### config.mk
export PLATFORM = sky130hd
export DESIGN_NAME = utf8_to_single_byte_codepage
export DESIGN_NICKNAME = d
export VERILOG_FILES = /design/src/rtl/u8cp_pkg.sv /design/src/rtl/utf8_to_single_byte_codepage.sv /design/src/rtl/u8cp_front.sv /design/src/rtl/u8cp_queue.sv /design/src/rtl/u8cp_back.sv
export SDC_FILE = /design/constraint.sdc
export NUM_CORES = 1
export LEC_CHECK = 0
export BUFFER_PORTS_ARGS = -buffer_cell sky130_fd_sc_hd__clkbuf_2
export CAP_MARGIN = 5
export CORE_MARGIN = 3
export CORE_UTILIZATION = 35
export CTS_CLUSTER_DIAMETER = 120
export DETAILED_ROUTE_END_ITERATION = 8
export GPL_TIMING_DRIVEN = 1
export SYNTH_ARGS = -nofsm -noshare
export SYNTH_HDL_FRONTEND = slang
export SYNTH_SLANG_ARGS = --single-unit
### constraint.sdc
create_clock -name clock -period 6.85 [get_ports clock]
set_clock_uncertainty 0.1 [all_clocks]
set_input_delay 0.685 -clock clock [delete_from_list [all_inputs] [get_ports clock]]
set_output_delay 0.685 -clock clock [all_outputs]
set_load 0.02 [all_outputs]
### src/rtl/u8cp_pkg.sv
// Shared types, constants and the code point map for the UTF-8 to codepage converter.
package u8cp_pkg;

   localparam longint unsigned MAX_OUT_LEN = 64'd65535;
   localparam int COUNT_W = 16;
   localparam logic [COUNT_W-1:0] COUNT_CAP =
      (MAX_OUT_LEN < 64'd65535) ? COUNT_W'(MAX_OUT_LEN) : COUNT_W'(65535);

   localparam int CP_W = 31;
   localparam int QUEUE_DEPTH = 4;
   localparam int QUEUE_PTR_W = $clog2(QUEUE_DEPTH);
   localparam int QUEUE_CNT_W = $clog2(QUEUE_DEPTH + 1);

   localparam logic [CP_W-1:0] ARABIC_OFFSET = CP_W'(1376);
   localparam logic [CP_W-1:0] AR_LO1 = CP_W'(16'h0621);
   localparam logic [CP_W-1:0] AR_HI1 = CP_W'(16'h063A);
   localparam logic [CP_W-1:0] AR_LO2 = CP_W'(16'h0640);
   localparam logic [CP_W-1:0] AR_HI2 = CP_W'(16'h0652);
   localparam logic [CP_W-1:0] AR_COMMA = CP_W'(16'h060C);
   localparam logic [CP_W-1:0] AR_SEMICOLON = CP_W'(16'h061B);
   localparam logic [CP_W-1:0] AR_QUESTION = CP_W'(16'h061F);
   localparam logic [CP_W-1:0] CP_NBSP = CP_W'(16'h00A0);
   localparam logic [CP_W-1:0] CP_CURRENCY = CP_W'(16'h00A4);
   localparam logic [CP_W-1:0] CP_SOFT_HYPHEN = CP_W'(16'h00AD);

   localparam int LAT_ENTRIES = 29;
   localparam logic [15:0] LAT_CODE [LAT_ENTRIES] = '{
      16'h0627, 16'h0628, 16'h062A, 16'h062B, 16'h062C, 16'h062D, 16'h062E, 16'h062F,
      16'h0630, 16'h0631, 16'h0632, 16'h0633, 16'h0634, 16'h0635, 16'h0636, 16'h0637,
      16'h0638, 16'h0639, 16'h063A, 16'h0641, 16'h0642, 16'h0643, 16'h0644, 16'h0645,
      16'h0646, 16'h0648, 16'h0647, 16'h0649, 16'h064A
   };
   localparam logic [7:0] LAT_BYTE [LAT_ENTRIES] = '{
      8'hB0, 8'hB3, 8'hB7, 8'hB9, 8'hBA, 8'hBE, 8'hC0, 8'hC2,
      8'hC3, 8'hC4, 8'hC5, 8'hC7, 8'hC9, 8'hCB, 8'hCD, 8'hCF,
      8'hD0, 8'hD1, 8'hD5, 8'hD9, 8'hDB, 8'hDD, 8'hE1, 8'hE4,
      8'hE6, 8'hE8, 8'hE9, 8'hED, 8'hEE
   };

   typedef struct packed {
      logic [7:0] in_byte;
      logic       last_byte;
   } req_payload_type;

   typedef struct packed {
      logic [7:0]         out_byte;
      logic               is_terminator;
      logic [COUNT_W-1:0] string_length;
   } rsp_payload_type;

   // One decoded event from the front end.
   typedef struct packed {
      logic [CP_W-1:0] cp;
      logic            has_cp;
      logic            ascii;
      logic            last;
   } event_type;

   typedef struct packed {
      logic       valid;
      logic [7:0] value;
   } map_result_type;

   function automatic map_result_type map_cp(input logic [CP_W-1:0] cp,
                                             input logic ascii,
                                             input logic arabic_mode);
      map_result_type r;
      logic [CP_W-1:0] diff;
      r.valid = 1'b0;
      r.value = 8'h00;
      diff = cp - ARABIC_OFFSET;
      if (ascii) begin
         r.valid = 1'b1;
         r.value = cp[7:0];
      end else if (arabic_mode) begin
         if (cp < CP_W'(127)) begin
            r.valid = 1'b1;
            r.value = cp[7:0];
         end else if ((cp >= AR_LO1 && cp <= AR_HI1) || (cp >= AR_LO2 && cp <= AR_HI2)) begin
            r.valid = 1'b1;
            r.value = diff[7:0];
         end else if (cp == CP_NBSP) begin
            r.valid = 1'b1;
            r.value = 8'hA0;
         end else if (cp == CP_CURRENCY) begin
            r.valid = 1'b1;
            r.value = 8'hA4;
         end else if (cp == AR_COMMA) begin
            r.valid = 1'b1;
            r.value = 8'hAC;
         end else if (cp == CP_SOFT_HYPHEN) begin
            r.valid = 1'b1;
            r.value = 8'hAD;
         end else if (cp == AR_SEMICOLON) begin
            r.valid = 1'b1;
            r.value = 8'hBB;
         end else if (cp == AR_QUESTION) begin
            r.valid = 1'b1;
            r.value = 8'hBF;
         end
      end else begin
         if (cp < CP_W'(256)) begin
            r.valid = 1'b1;
            r.value = cp[7:0];
         end else begin
            // Table codes are distinct, so at most one entry matches.
            for (int k = 0; k < LAT_ENTRIES; k++) begin
               if (cp == CP_W'(LAT_CODE[k])) begin
                  r.valid = 1'b1;
                  r.value = LAT_BYTE[k];
               end
            end
         end
      end
      return r;
   endfunction

endpackage

### src/rtl/utf8_to_single_byte_codepage.sv
// Top level of the UTF-8 to single-byte codepage converter.
// The converter takes one UTF-8 byte per cycle on the req channel and returns codepage bytes
// on the rsp channel, followed by a NUL terminator carrying the string length after the byte
// marked last. A decoder accepts bytes and assembles code points, a four-entry event queue
// decouples it from the map stage, and the map stage writes one result per cycle into a
// single output register while that register is free. Bytes are accepted at one per cycle
// while the queue has room; an item that yields both a byte and the terminator holds the map
// stage until both have gone out, so the sustained rate is one item per cycle except for that
// case and output stalls. An item is registered in the queue, then its result in the output
// register. The csr channel writes map_select (1 selects the Arabic map, 0 the Latin-1 map);
// it resets to 1 and should be changed only while no item is in flight.
module utf8_to_single_byte_codepage
   import u8cp_pkg::*;
(
   input  logic            clock,
   input  logic            reset,
   input  logic            req_valid,
   output logic            req_ready,
   input  req_payload_type req_data,
   output logic            rsp_valid,
   input  logic            rsp_ready,
   output rsp_payload_type rsp_data,
   input  logic            csr_valid,
   output logic            csr_ready,
   input  logic            csr_data
);

   logic      map_select_ff, map_select_in;
   logic      accept;
   logic      push_valid;
   event_type push_data;
   logic      full;
   logic      pop;
   logic      head_valid;
   event_type head_data;

   assign req_ready = ~full;
   assign accept = req_valid & req_ready;
   assign csr_ready = 1'b1;
   assign map_select_in = (csr_valid & csr_ready) ? csr_data : map_select_ff;

   always_ff @(posedge clock) begin
      if (reset) begin
         map_select_ff <= 1'b1;
      end else begin
         map_select_ff <= map_select_in;
      end
   end

   u8cp_front u_front (
      .clock      (clock),
      .reset      (reset),
      .accept     (accept),
      .req_data   (req_data),
      .push_valid (push_valid),
      .push_data  (push_data)
   );

   u8cp_queue u_queue (
      .clock      (clock),
      .reset      (reset),
      .push_valid (push_valid),
      .push_data  (push_data),
      .full       (full),
      .pop        (pop),
      .head_valid (head_valid),
      .head_data  (head_data)
   );

   u8cp_back u_back (
      .clock       (clock),
      .reset       (reset),
      .arabic_mode (map_select_ff),
      .head_valid  (head_valid),
      .head_data   (head_data),
      .pop         (pop),
      .rsp_valid   (rsp_valid),
      .rsp_ready   (rsp_ready),
      .rsp_data    (rsp_data)
   );

endmodule

### src/rtl/u8cp_front.sv
// Front end: UTF-8 sequence decoder that turns accepted bytes into events.
module u8cp_front
   import u8cp_pkg::*;
(
   input  logic            clock,
   input  logic            reset,
   input  logic            accept,
   input  req_payload_type req_data,
   output logic            push_valid,
   output event_type       push_data
);

   logic [2:0]      remaining_ff, remaining_in;
   logic [CP_W-1:0] accum_ff, accum_in;
   logic            cont_ok_ff, cont_ok_in;

   logic [7:0]      b;
   logic [2:0]      rem_dec;
   logic            ok_next;
   logic [CP_W-1:0] acc_next;

   assign b = req_data.in_byte;
   assign rem_dec = remaining_ff - 3'd1;
   assign ok_next = cont_ok_ff & (b[7:6] == 2'b10);
   assign acc_next = {accum_ff[CP_W-7:0], b[5:0]};

   always_comb begin
      remaining_in = remaining_ff;
      accum_in = accum_ff;
      cont_ok_in = cont_ok_ff;
      push_data.cp = {{(CP_W-8){1'b0}}, b};
      push_data.has_cp = 1'b0;
      push_data.ascii = 1'b0;
      push_data.last = req_data.last_byte;
      if (accept) begin
         if (remaining_ff == 3'd0) begin
            priority if (b[7] == 1'b0) begin
               push_data.has_cp = 1'b1;
               push_data.ascii = 1'b1;
            end else if (b[7:6] == 2'b10) begin
               // A stray continuation byte is dropped.
            end else if (b[7:5] == 3'b110) begin
               remaining_in = 3'd1;
               accum_in = CP_W'(b[4:0]);
               cont_ok_in = 1'b1;
            end else if (b[7:4] == 4'b1110) begin
               remaining_in = 3'd2;
               accum_in = CP_W'(b[3:0]);
               cont_ok_in = 1'b1;
            end else if (b[7:3] == 5'b11110) begin
               remaining_in = 3'd3;
               accum_in = CP_W'(b[2:0]);
               cont_ok_in = 1'b1;
            end else if (b[7:2] == 6'b111110) begin
               remaining_in = 3'd4;
               accum_in = CP_W'(b[1:0]);
               cont_ok_in = 1'b1;
            end else if (b[7:1] == 7'b1111110) begin
               remaining_in = 3'd5;
               accum_in = CP_W'(b[0]);
               cont_ok_in = 1'b1;
            end else begin
               // The bytes 0xFE and 0xFF never start a sequence.
            end
         end else begin
            remaining_in = rem_dec;
            accum_in = acc_next;
            cont_ok_in = ok_next;
            if (rem_dec == 3'd0) begin
               push_data.cp = acc_next;
               push_data.has_cp = ok_next;
               accum_in = '0;
               cont_ok_in = 1'b1;
            end
         end
         // The last byte closes the string and drops any open sequence.
         if (req_data.last_byte) begin
            remaining_in = 3'd0;
            accum_in = '0;
            cont_ok_in = 1'b1;
         end
      end
   end

   assign push_valid = accept & (push_data.has_cp | push_data.last);

   always_ff @(posedge clock) begin
      if (reset) begin
         remaining_ff <= 3'd0;
         accum_ff <= '0;
         cont_ok_ff <= 1'b1;
      end else begin
         remaining_ff <= remaining_in;
         accum_ff <= accum_in;
         cont_ok_ff <= cont_ok_in;
      end
   end

endmodule

### src/rtl/u8cp_queue.sv
// Short event queue between the decoder and the map stage.
module u8cp_queue
   import u8cp_pkg::*;
(
   input  logic      clock,
   input  logic      reset,
   input  logic      push_valid,
   input  event_type push_data,
   output logic      full,
   input  logic      pop,
   output logic      head_valid,
   output event_type head_data
);

   event_type              entry_ff [QUEUE_DEPTH];
   logic [QUEUE_PTR_W-1:0] wr_ptr_ff, wr_ptr_in;
   logic [QUEUE_PTR_W-1:0] rd_ptr_ff, rd_ptr_in;
   logic [QUEUE_CNT_W-1:0] count_ff, count_in;
   logic                   do_push, do_pop;

   assign full = (count_ff == QUEUE_CNT_W'(QUEUE_DEPTH));
   assign head_valid = (count_ff != '0);
   assign head_data = entry_ff[rd_ptr_ff];
   assign do_push = push_valid & ~full;
   assign do_pop = pop & head_valid;

   always_comb begin
      wr_ptr_in = wr_ptr_ff;
      rd_ptr_in = rd_ptr_ff;
      count_in = count_ff;
      if (do_push) begin
         wr_ptr_in = (wr_ptr_ff == QUEUE_PTR_W'(QUEUE_DEPTH - 1)) ? '0
                                                                  : wr_ptr_ff + 1'b1;
      end
      if (do_pop) begin
         rd_ptr_in = (rd_ptr_ff == QUEUE_PTR_W'(QUEUE_DEPTH - 1)) ? '0
                                                                  : rd_ptr_ff + 1'b1;
      end
      unique case ({do_push, do_pop})
         2'b10: count_in = count_ff + 1'b1;
         2'b01: count_in = count_ff - 1'b1;
         default: count_in = count_ff;
      endcase
   end

   always_ff @(posedge clock) begin
      if (do_push) begin
         entry_ff[wr_ptr_ff] <= push_data;
      end
   end

   always_ff @(posedge clock) begin
      if (reset) begin
         wr_ptr_ff <= '0;
         rd_ptr_ff <= '0;
         count_ff <= '0;
      end else begin
         wr_ptr_ff <= wr_ptr_in;
         rd_ptr_ff <= rd_ptr_in;
         count_ff <= count_in;
      end
   end

   a_count_bounded: assert property (@(posedge clock) disable iff (reset)
      count_ff <= QUEUE_CNT_W'(QUEUE_DEPTH))
      else $error("queue count exceeds its depth");

   a_no_push_when_full: assert property (@(posedge clock) disable iff (reset)
      !(push_valid && full))
      else $error("event pushed into a full queue");

endmodule

### src/rtl/u8cp_back.sv
// Back end: maps code points to codepage bytes, counts them and drives the result register.
module u8cp_back
   import u8cp_pkg::*;
(
   input  logic            clock,
   input  logic            reset,
   input  logic            arabic_mode,
   input  logic            head_valid,
   input  event_type       head_data,
   output logic            pop,
   output logic            rsp_valid,
   input  logic            rsp_ready,
   output rsp_payload_type rsp_data
);

   logic               rsp_valid_ff, rsp_valid_in;
   rsp_payload_type    rsp_data_ff, rsp_data_in;
   logic [COUNT_W-1:0] count_ff, count_in;
   logic               data_done_ff, data_done_in;

   map_result_type     mapped;
   logic               out_free;
   logic               emit_data;
   logic               load_term;

   assign mapped = map_cp(head_data.cp, head_data.ascii, arabic_mode);
   assign out_free = ~rsp_valid_ff | rsp_ready;
   assign emit_data = head_data.has_cp & mapped.valid & ~data_done_ff;

   always_comb begin
      rsp_valid_in = rsp_valid_ff & ~rsp_ready;
      rsp_data_in = rsp_data_ff;
      count_in = count_ff;
      data_done_in = data_done_ff;
      pop = 1'b0;
      load_term = 1'b0;
      if (head_valid && out_free) begin
         priority if (emit_data) begin
            rsp_valid_in = 1'b1;
            rsp_data_in.out_byte = mapped.value;
            rsp_data_in.is_terminator = 1'b0;
            rsp_data_in.string_length = '0;
            if (count_ff < COUNT_CAP) begin
               count_in = count_ff + 1'b1;
            end
            // An event with both a byte and the end of string stays at the queue head until the terminator is loaded.
            if (head_data.last) begin
               data_done_in = 1'b1;
            end else begin
               pop = 1'b1;
            end
         end else if (head_data.last) begin
            load_term = 1'b1;
            rsp_valid_in = 1'b1;
            rsp_data_in.out_byte = 8'h00;
            rsp_data_in.is_terminator = 1'b1;
            rsp_data_in.string_length = count_ff;
            count_in = '0;
            data_done_in = 1'b0;
            pop = 1'b1;
         end else begin
            // Unmapped code point: nothing goes out.
            pop = 1'b1;
         end
      end
   end

   always_ff @(posedge clock) begin
      rsp_data_ff <= rsp_data_in;
   end

   always_ff @(posedge clock) begin
      if (reset) begin
         rsp_valid_ff <= 1'b0;
         count_ff <= '0;
         data_done_ff <= 1'b0;
      end else begin
         rsp_valid_ff <= rsp_valid_in;
         count_ff <= count_in;
         data_done_ff <= data_done_in;
      end
   end

   assign rsp_valid = rsp_valid_ff;
   assign rsp_data = rsp_data_ff;

   a_done_only_on_last: assert property (@(posedge clock) disable iff (reset)
      data_done_ff |-> (head_valid && head_data.last))
      else $error("byte marked done without a pending end of string");

   a_count_clears_after_term: assert property (@(posedge clock) disable iff (reset)
      load_term |=> (count_ff == '0 && rsp_valid_ff && rsp_data_ff.is_terminator))
      else $error("count not cleared after terminator");

endmodule
# Word-level counts from Yosys, hierarchy flattened
# Memory sizes are Yosys's and may differ from the RTL's. A register that Yosys moved wholly into a read port is not among the register bits.
# Index checks and enable logic that the tools add are counted.
# op_classes
addsub,7
order_cmp,7
eq_ne,50
n_mux,96
n_bitwise,14
n_reduce_logical,13
# ops
operator,count
"equality test 31 x 11 -> 1 bit, second input constant",32
two-way mux 9 bit,40
two-way mux 25 bit,12
"equality test 31 x 8 -> 1 bit, second input constant",3
"greater-or-equal comparator 31 x 11 -> 1 bit, second input constant",2
"less-or-equal comparator 31 x 11 -> 1 bit, second input constant",2
two-way mux 16 bit,3
two-way mux 33 bit,1
two-way mux 32 bit,1
"< comparator 31 x 7 -> 1 bit, second input constant",1
"< comparator 31 x 9 -> 1 bit, second input constant",1
two-way mux 31 bit,1
two-way mux 3 bit,9
two-way mux 1 bit,23
"adder 16 x 1 -> 16 bit, second input constant",1
"< comparator 16 bit, second input constant",1
two-way mux 2 bit,5
AND 1 bit,8
"equality test 2 bit, second input constant",4
"subtractor 8 x 7 -> 8 bit, second input constant",1
"equality test 7 bit, second input constant",1
"!= test 7 bit, second input constant",1
"equality test 3 bit, second input constant",2
"equality test 6 bit, second input constant",1
other kinds (19),31
# totals
regBits,80
ram_bits,136
input_bits,15
out_inout_bits,28
word_cells,201
n_memories,1
# mem_list
memory,words,width,read_ports,rd_clocked_by_memory_dff,write_ports,line_no,text
u_queue.entry_ff,4,34,1,1,1,u8cp_queue.sv:15,event_type entry_ff [QUEUE_DEPTH];

# Longest topological paths before layout
# Gate-level depths: netlist of the first run.
# depth
word_depth,40
mapped_depth,19
depth_no_buf,16

# Modules after synthesis
# Synthesis of the first run repeated with hierarchy kept, for this count alone.
# unflattened
hier_cells,815
hier_area_um2,10377.5
# modules_own_cells
mod,instances,cells_per_inst,area_each_um2,seq_area_each_um2
u8cp_queue,1,232,5395.2,4264.1
u8cp_back,1,376,3118.0,1111.1
u8cp_front,1,200,1808.0,580.6
utf8_to_single_byte_codepage,1,7,56.3,20.0

# Least setup slack after synthesis of the first run
# Ideal clock, no wire load.
# synth_path
path_type,register to register
startpoint,reg (tool-made name)
endpoint,"reg u_back.rsp_data_ff, in the netlist u_back.rsp_data[0], enable pin"
setup_ns,0.410
arrival_ns,4.192
t_required_ns,6.340
setup_slack_ns,2.148
path_stages_with_launch,15
synth_period_minus_slack_ns,4.702
cell_sequence,dfxtp_1 -> buf_6 -> mux4_2 -> buf_2 -> inv_1 -> ha_1 -> nand3b_1 -> or3_1 -> o21bai_1 -> a21oi_1 -> a2111o_1 -> a211o_1 -> buf_6 -> and2_1 -> nor2_1
# synth_rtl
item,line_no,text
end signal: assignment,u8cp_back.sv:69,rsp_data_ff <= rsp_data_in;
end: declaration,u8cp_back.sv:17,"rsp_payload_type rsp_data_ff, rsp_data_in;"

==> results of run 1 <==
## routing by layer
| metal | vias up | global-route usage, % | routed length [µm] |
|---|---|---|---|
| li1 | 3100 | - | - |
| met1 | 3107 | 20.9 | 9910 |
| met2 | 187 | 21.4 | 9030 |
| met3 | 43 | 1.84 | 1160 |
| met4 | 0 | 3.88 | 457 |
| met5 | - | 0 | 0 |
## per-stage QoR
step	power (mW)	cell area (µm²)	cells
global route	4.04	10800	1195
floorplan	2.43	9590	805
global placement	2.72	10100	1155
finish	3.83	10800	1195
detailed placement	2.73	10100	1155
CTS	3.87	10800	1195
## cell type report
| class | count | area, µm² |
|---|---|---|
| flip-flops and latches | 218 | 5980 |
| fillers | 2475 | 15700 |
| clock buffers | 27 | 591 |
| multi-input cells | 527 | 3370 |
| clock inverters | 13 | 96.3 |
| well taps | 335 | 419 |
| repair buffers | 54 | 303 |
| inverters | 21 | 78.8 |
## Yosys cell counts, types with 7 or more instances
cell type / number
edfxtp_1: 161
inv_1: 21
a211oi_1: 7
and3_1: 9
nor4_1: 18
nor2_1: 59
nand2_1: 58
a21oi_1: 61
mux4_2: 13
nand3_1: 37
or3_1: 18
dfxtp_1: 57
ha_1: 13
nor2b_1: 10
nand2b_1: 18
nand4_1: 7
clkbuf_1: 27
o21ai_0: 35
nor3_1: 18
and2_1: 47
## cell families after synthesis
kind of cell / share of synthesized area, %
and+or+nand+nor: 17.8
DFF: 62.3
AOI/OAI and AO/OA: 10.5
buffers and inverters: 2.70
muxes: 4.34
adders and majority gates: 1.90
xor gates and xnor gates: 0.457
other: 0.0391
## sequential cells by signal, summed over array words and instances, names as in the netlist, named ones only
name and cells:
u_queue.entry_ff 136, u_back.rsp_data 25, u_back.rsp_valid 1, u_front.cont_ok_ff 1, u_back.count_ff 16, u_front.accum_ff 25
u_queue.rd_ptr_ff 2, u_front.remaining_ff 3, map_select_ff 1, u_queue.count_ff 3, u_queue.wr_ptr_ff 2, u_back.data_done_ff 1
## how the worst min path moves through the flow
stage	startpoint	endpoint	slack, ns
floorplan	u_front.accum_ff[19]	u_front.accum_ff[19]	0.33
global placement	u_front.accum_ff[21]	u_front.accum_ff[21]	0.34
detailed placement	u_front.accum_ff[21]	u_front.accum_ff[21]	0.34
CTS	csr_data	map_select_ff	0.27
global route	csr_data	map_select_ff	0.28
finish	csr_data	map_select_ff	0.29
## worst max-delay path, stage by stage (launching register included)
cell and delay (ns):
dfxtp_1 0.88, buf_4 0.31, mux4_2 0.68, nand3b_1 0.20
or3_1 0.18, o311ai_0 0.21, or3b_1 0.46, a211oi_1 0.27
a211o_1 0.15, buf_4 0.33, o21a_1 0.26, ha_1 0.22
inv_1 0.06, fa_1 0.37, xor2_1 0.15, or3_1 0.31
a21oi_1 0.14
## where the power goes
part	switching (mW)	leakage (nW)	internal [mW]	total (mW)
combinational	0.691	1.27	0.339	1.03
clock	0.479	0.329	0.653	1.13
sequential	0.0832	2.01	1.59	1.67
total	1.25	3.61	2.58	3.83
==> flow_metrics.py, run 1 <==
metrics = {
    "status": {
        "status": "completed",
    },
    "clock_tree": {
        "root_buffer": "clkbuf_16",
        "cts_setup_buffers": 0,
        "cts_tree": "done",
        "clock_latency_ns": 0.50,
        "cts_sinks": 218,
        "clkTransAtPathRegs_ns": 0.06,
        "hold_buffers": 0,
        "ctsResizeCount": 0,
        "htree_levels": 1,
        "cts_max_path_buffers": 3,
        "numCtsBuffers": 23,
    },
    "critical_path": {
        "cp_max_fo": 34,
        "start_kind": "flip-flop",
        "arrival_ns": 5.69,
        "crit_required_ns": 7.18,
        "worstSetupPathType": "flip-flop to flip-flop",
        "reg2reg_depth": 16,
        "r2r_slack_ns": 1.49,
        "crit_end": "u_queue.count_ff[2]",
        "worstSetupEndpointType": "flip-flop",
        "worstReg2RegEnd": "u_queue.count_ff[2]",
    },
    "floorplan": {
        "fp.dieW_um": 172,
        "rows": 59,
        "design.core.area_um2": 26500,
        "ios": 43,
        "die_area_um2": 29400,
        "start_util_pct": 36.2,
        "die_y_um": 172,
    },
    "timing": {
        "slew_violations": 0,
        "period_share_pct": 78.3,
        "fin_ws_ns": 1.49,
        "final.setup.tns_ns": 0,
        "timing.hold.ws_ns": 0.294,
        "worstMarginPinSlew_ns": 1.17,
        "min_period_ns": 5.36,
        "fmax_mhz": 187,
        "rsz0062_at_grt": "false",
        "slew_headroom_pct": 22.3,
        "finalSetupViolations": 0,
        "hold_violations": 0,
    },
    "detailed_routing": {
        "viasPerCell": 5.39,
        "drt-initial-drc-count": 578,
        "drc_errors": 0,
        "routedWlPerCell_um": 17.2,
        "drt_pass1_iterations": 7,
        "antenna_left": 0,
        "num_vias": 6437,
        "wl_mm": 20.6,
    },
    "cells_and_area": {
        "fin_util_pct": 40.9,
        "syn2layout_area_growth_pct": 12.9,
        "nets": 874,
        "drive_gt1_share_pct": 12.9,
        "diodes": 0,
        "layout_commonest_cell": "edfxtp_1",
        "most-common-layout-cells": "161 x edfxtp_1, 60 x a21oi_1, 58 x nand2_1, 58 x nor2_1, 57 x dfxtp_1",
    },
    "synth": {
        "synthFlopType": "edfxtp_1",
        "synth.top_cells.by_area": "edfxtp_1 50%, dfxtp_1 12%, a21oi_1 3.2%",
        "ys_seq_elements": 218,
        "synth_edf_count": 161,
        "synth_top_cell_by_area": "edfxtp_1",
        "postSynthAreaPerCell_um2": 11.9,
        "async_flop_share_pct": 0,
        "synthCells": 805,
        "netlist.area_leader.share_pct": 50.4,
        "synthesis.nets": 834,
        "ys_seq_area_share_pct": 62.3,
        "synth.cell_area_um2": 9590,
        "yosysUniqueCellTypes": 72,
        "yosysWarnings": 0,
    },
    "min_path": {
        "hold_depth": 2,
        "hp-class": "primary input to flip-flop",
    },
    "place": {
        "io_buffers": 41,
        "dp_hpwl_mm": 13.9,
        "gp_congestion": 0.893,
        "place_ws_ns": 1.53,
    },
    "global_route": {
        "antenna_found_initial": 0,
        "grt_pass1_vias": 6219,
        "grt_max_degree": 45,
        "overflow": 0,
        "grt_pass1_wl_mm": 33.4,
        "grt_usage_pct": 13.9,
    },
    "pwr": {
        "p_per_area_nw_per_um2": 354,
        "cellLeakagePower_nw": 3.61,
        "vdd_drop_max_v": 0.000165,
    },
    "flow_run": {
        "drv_cap": 0,
    },
}
Power figures use the tool's default switching activity.
==> run 2, diff against run 1 <==
Clock period 6.85 ns to 5.3 ns, I/O delays scaled along.
==> run 2 against run 1 <==
Sequential power grew 28%. Power grew 30%. Setup slack lost 0.98 ns. First-iteration DRC count shrank 1.7%. Sequential share of layout area shrank 0.21 points. Flip-flop and latch count is the same. Critical endpoint unchanged.
==> flow_metrics.py, run 2 (synthesis results as in run 1) <==
metrics = {
    "status": {
        "status": "completed",
    },
    "timing": {
        "timing.hold.ws_ns": 0.132,
        "final.setup.tns_ns": 0,
        "hold_violations": 0,
        "finalSetupViolations": 0,
        "worstMarginPinSlew_ns": 1.17,
        "fmax_mhz": 209,
        "slew_headroom_pct": 21.8,
        "period_share_pct": 90.4,
        "slew_violations": 0,
        "rsz0062_at_grt": "false",
        "min_period_ns": 4.79,
    },
    "cells_and_area": {
        "diodes": 0,
        "top_register": "u_queue.entry_ff",
        "largest_register_ffs": 136,
        "finalNonFillerCells": 1200,
        "fillers": 2460,
        "multi_input_area_um2": 3370,
        "most-common-layout-cells": "161 x edfxtp_1, 60 x a21oi_1, 58 x nand2_1, 58 x nor2_1, 57 x dfxtp_1",
        "syn2layout_area_growth_pct": 13.4,
        "layout_commonest_cell": "edfxtp_1",
        "drive_gt1_share_pct": 13.1,
        "nets": 877,
        "seq_area_um2": 5980,
    },
    "global_route": {
        "grt_usage_pct": 13.7,
        "overflow": 0,
        "grt_pass1_wl_mm": 32.8,
        "grt_pass1_vias": 6104,
        "antenna_found_initial": 0,
        "grt_max_degree": 45,
    },
    "critical_path": {
        "crit_required_ns": 5.62,
        "cp_max_fo": 13,
        "arrival_ns": 5.11,
        "start_kind": "flip-flop",
        "worstSetupEndpointType": "flip-flop",
        "worstSetupPathType": "flip-flop to flip-flop",
    },
    "clock_tree": {
        "clkTransAtPathRegs_ns": 0.06,
        "htree_levels": 1,
        "cts_max_path_buffers": 3,
        "clock_latency_ns": 0.50,
        "cts_sinks": 218,
        "ctsResizeCount": 0,
        "cts_setup_buffers": 0,
        "numCtsBuffers": 23,
        "root_buffer": "clkbuf_16",
        "cts_tree": "done",
        "hold_buffers": 0,
    },
    "pwr": {
        "p_per_area_nw_per_um2": 460,
        "finalPower_mw": 5.00,
        "vdd_drop_max_v": 0.000235,
        "cellLeakagePower_nw": 3.64,
    },
    "floorplan": {
        "die_area_um2": 29400,
        "ios": 43,
        "rows": 59,
        "die_y_um": 172,
        "fp.dieW_um": 172,
        "start_util_pct": 36.2,
        "design.core.area_um2": 26500,
    },
    "min_path": {
        "hold_path_startpoint": "csr_data",
        "hp-class": "primary input to flip-flop",
    },
    "detailed_routing": {
        "wl_mm": 20.3,
        "viasPerCell": 5.35,
        "routedWlPerCell_um": 16.9,
        "num_vias": 6420,
        "drc_errors": 0,
        "routedLengthMet1_mm": 10.0,
        "dr_wl_met2_mm": 8.84,
        "met3_length_mm": 1.13,
        "drt-initial-drc-count": 568,
        "topRoutingLayerUsed": "met4",
        "drt_pass1_iterations": 5,
        "antenna_left": 0,
    },
    "place": {
        "io_buffers": 41,
        "gp_congestion": 0.890,
        "dp_hpwl_mm": 13.6,
        "dp_cells": 1158,
    },
    "flow_run": {
        "drv_cap": 0,
    },
}
==> run 2: changes by cell type in the layout (fill, tap and decap cells not counted) <==
cell	change
clkinv_2	-1
buf_4	+3
clkinvlp_4	-2
clkinv_1	-2
clkbuf_1	+5
clkbuf_8	+2
==> run 2: cell type report <==
cell class / instances / area share, %
timing repair buffer: 57 / 2.99
clock buffer: 34 / 5.86
clock inverter: 8 / 0.633
multi-input combinational: 527 / 31.0
inverter: 21 / 0.725
sequential: 218 / 55.0
tap: 335 / 3.86
==> run 2: worst paths after layout <==
kind / slack [ns] / cells after the start / end
worst max-delay path: 0.51 / 16 / u_queue.count_ff[2]
worst min-delay path: 0.13 / 2 / map_select_ff
worst max register to register: 0.51 / 16 / u_queue.count_ff[2]
worst min register to register: 0.35 / 2 / u_front.accum_ff[23]
==> run 2: report_power, final <==
part,leakage [nW],internal (mW),switching [mW],total [mW]
registers,2.01,2.05,0.0910,2.14
clock network,0.342,0.881,0.621,1.50
logic,1.29,0.446,0.909,1.35
==> run 2: through the flow <==
step           util (%)  area [µm²]  worst slack, ns
2_1_floorplan         -        9590            0.598
3_3_place_gp       38.4       10200            0.563
3_5_place_dp       38.4       10200            0.487
4_1_cts            41.0       10900            0.473
5_1_grt            41.0       10900            0.185
6_report           41.0       10900            0.507
==> run 2: worst max-delay path, cell delays in order, from the launching register on <==
cell and delay [ns]:
dfxtp_1 0.71, mux4_2 0.72, inv_1 0.12, ha_1 0.19, nand3b_1 0.15, or3_1 0.42
o21bai_1 0.14, a21oi_1 0.06, a2111o_1 0.48, a211o_1 0.38, o21a_1 0.24, ha_1 0.22
inv_1 0.07, fa_1 0.17, xor2_1 0.07, or3_1 0.31, a21oi_1 0.14
==> run 2: per-layer routing <==
layer	vias to the layer above	track usage, %
met5	-	0
met4	0	3.29
met3	22	2.11
met2	174	20.0
met1	3120	21.3
li1	3104	-
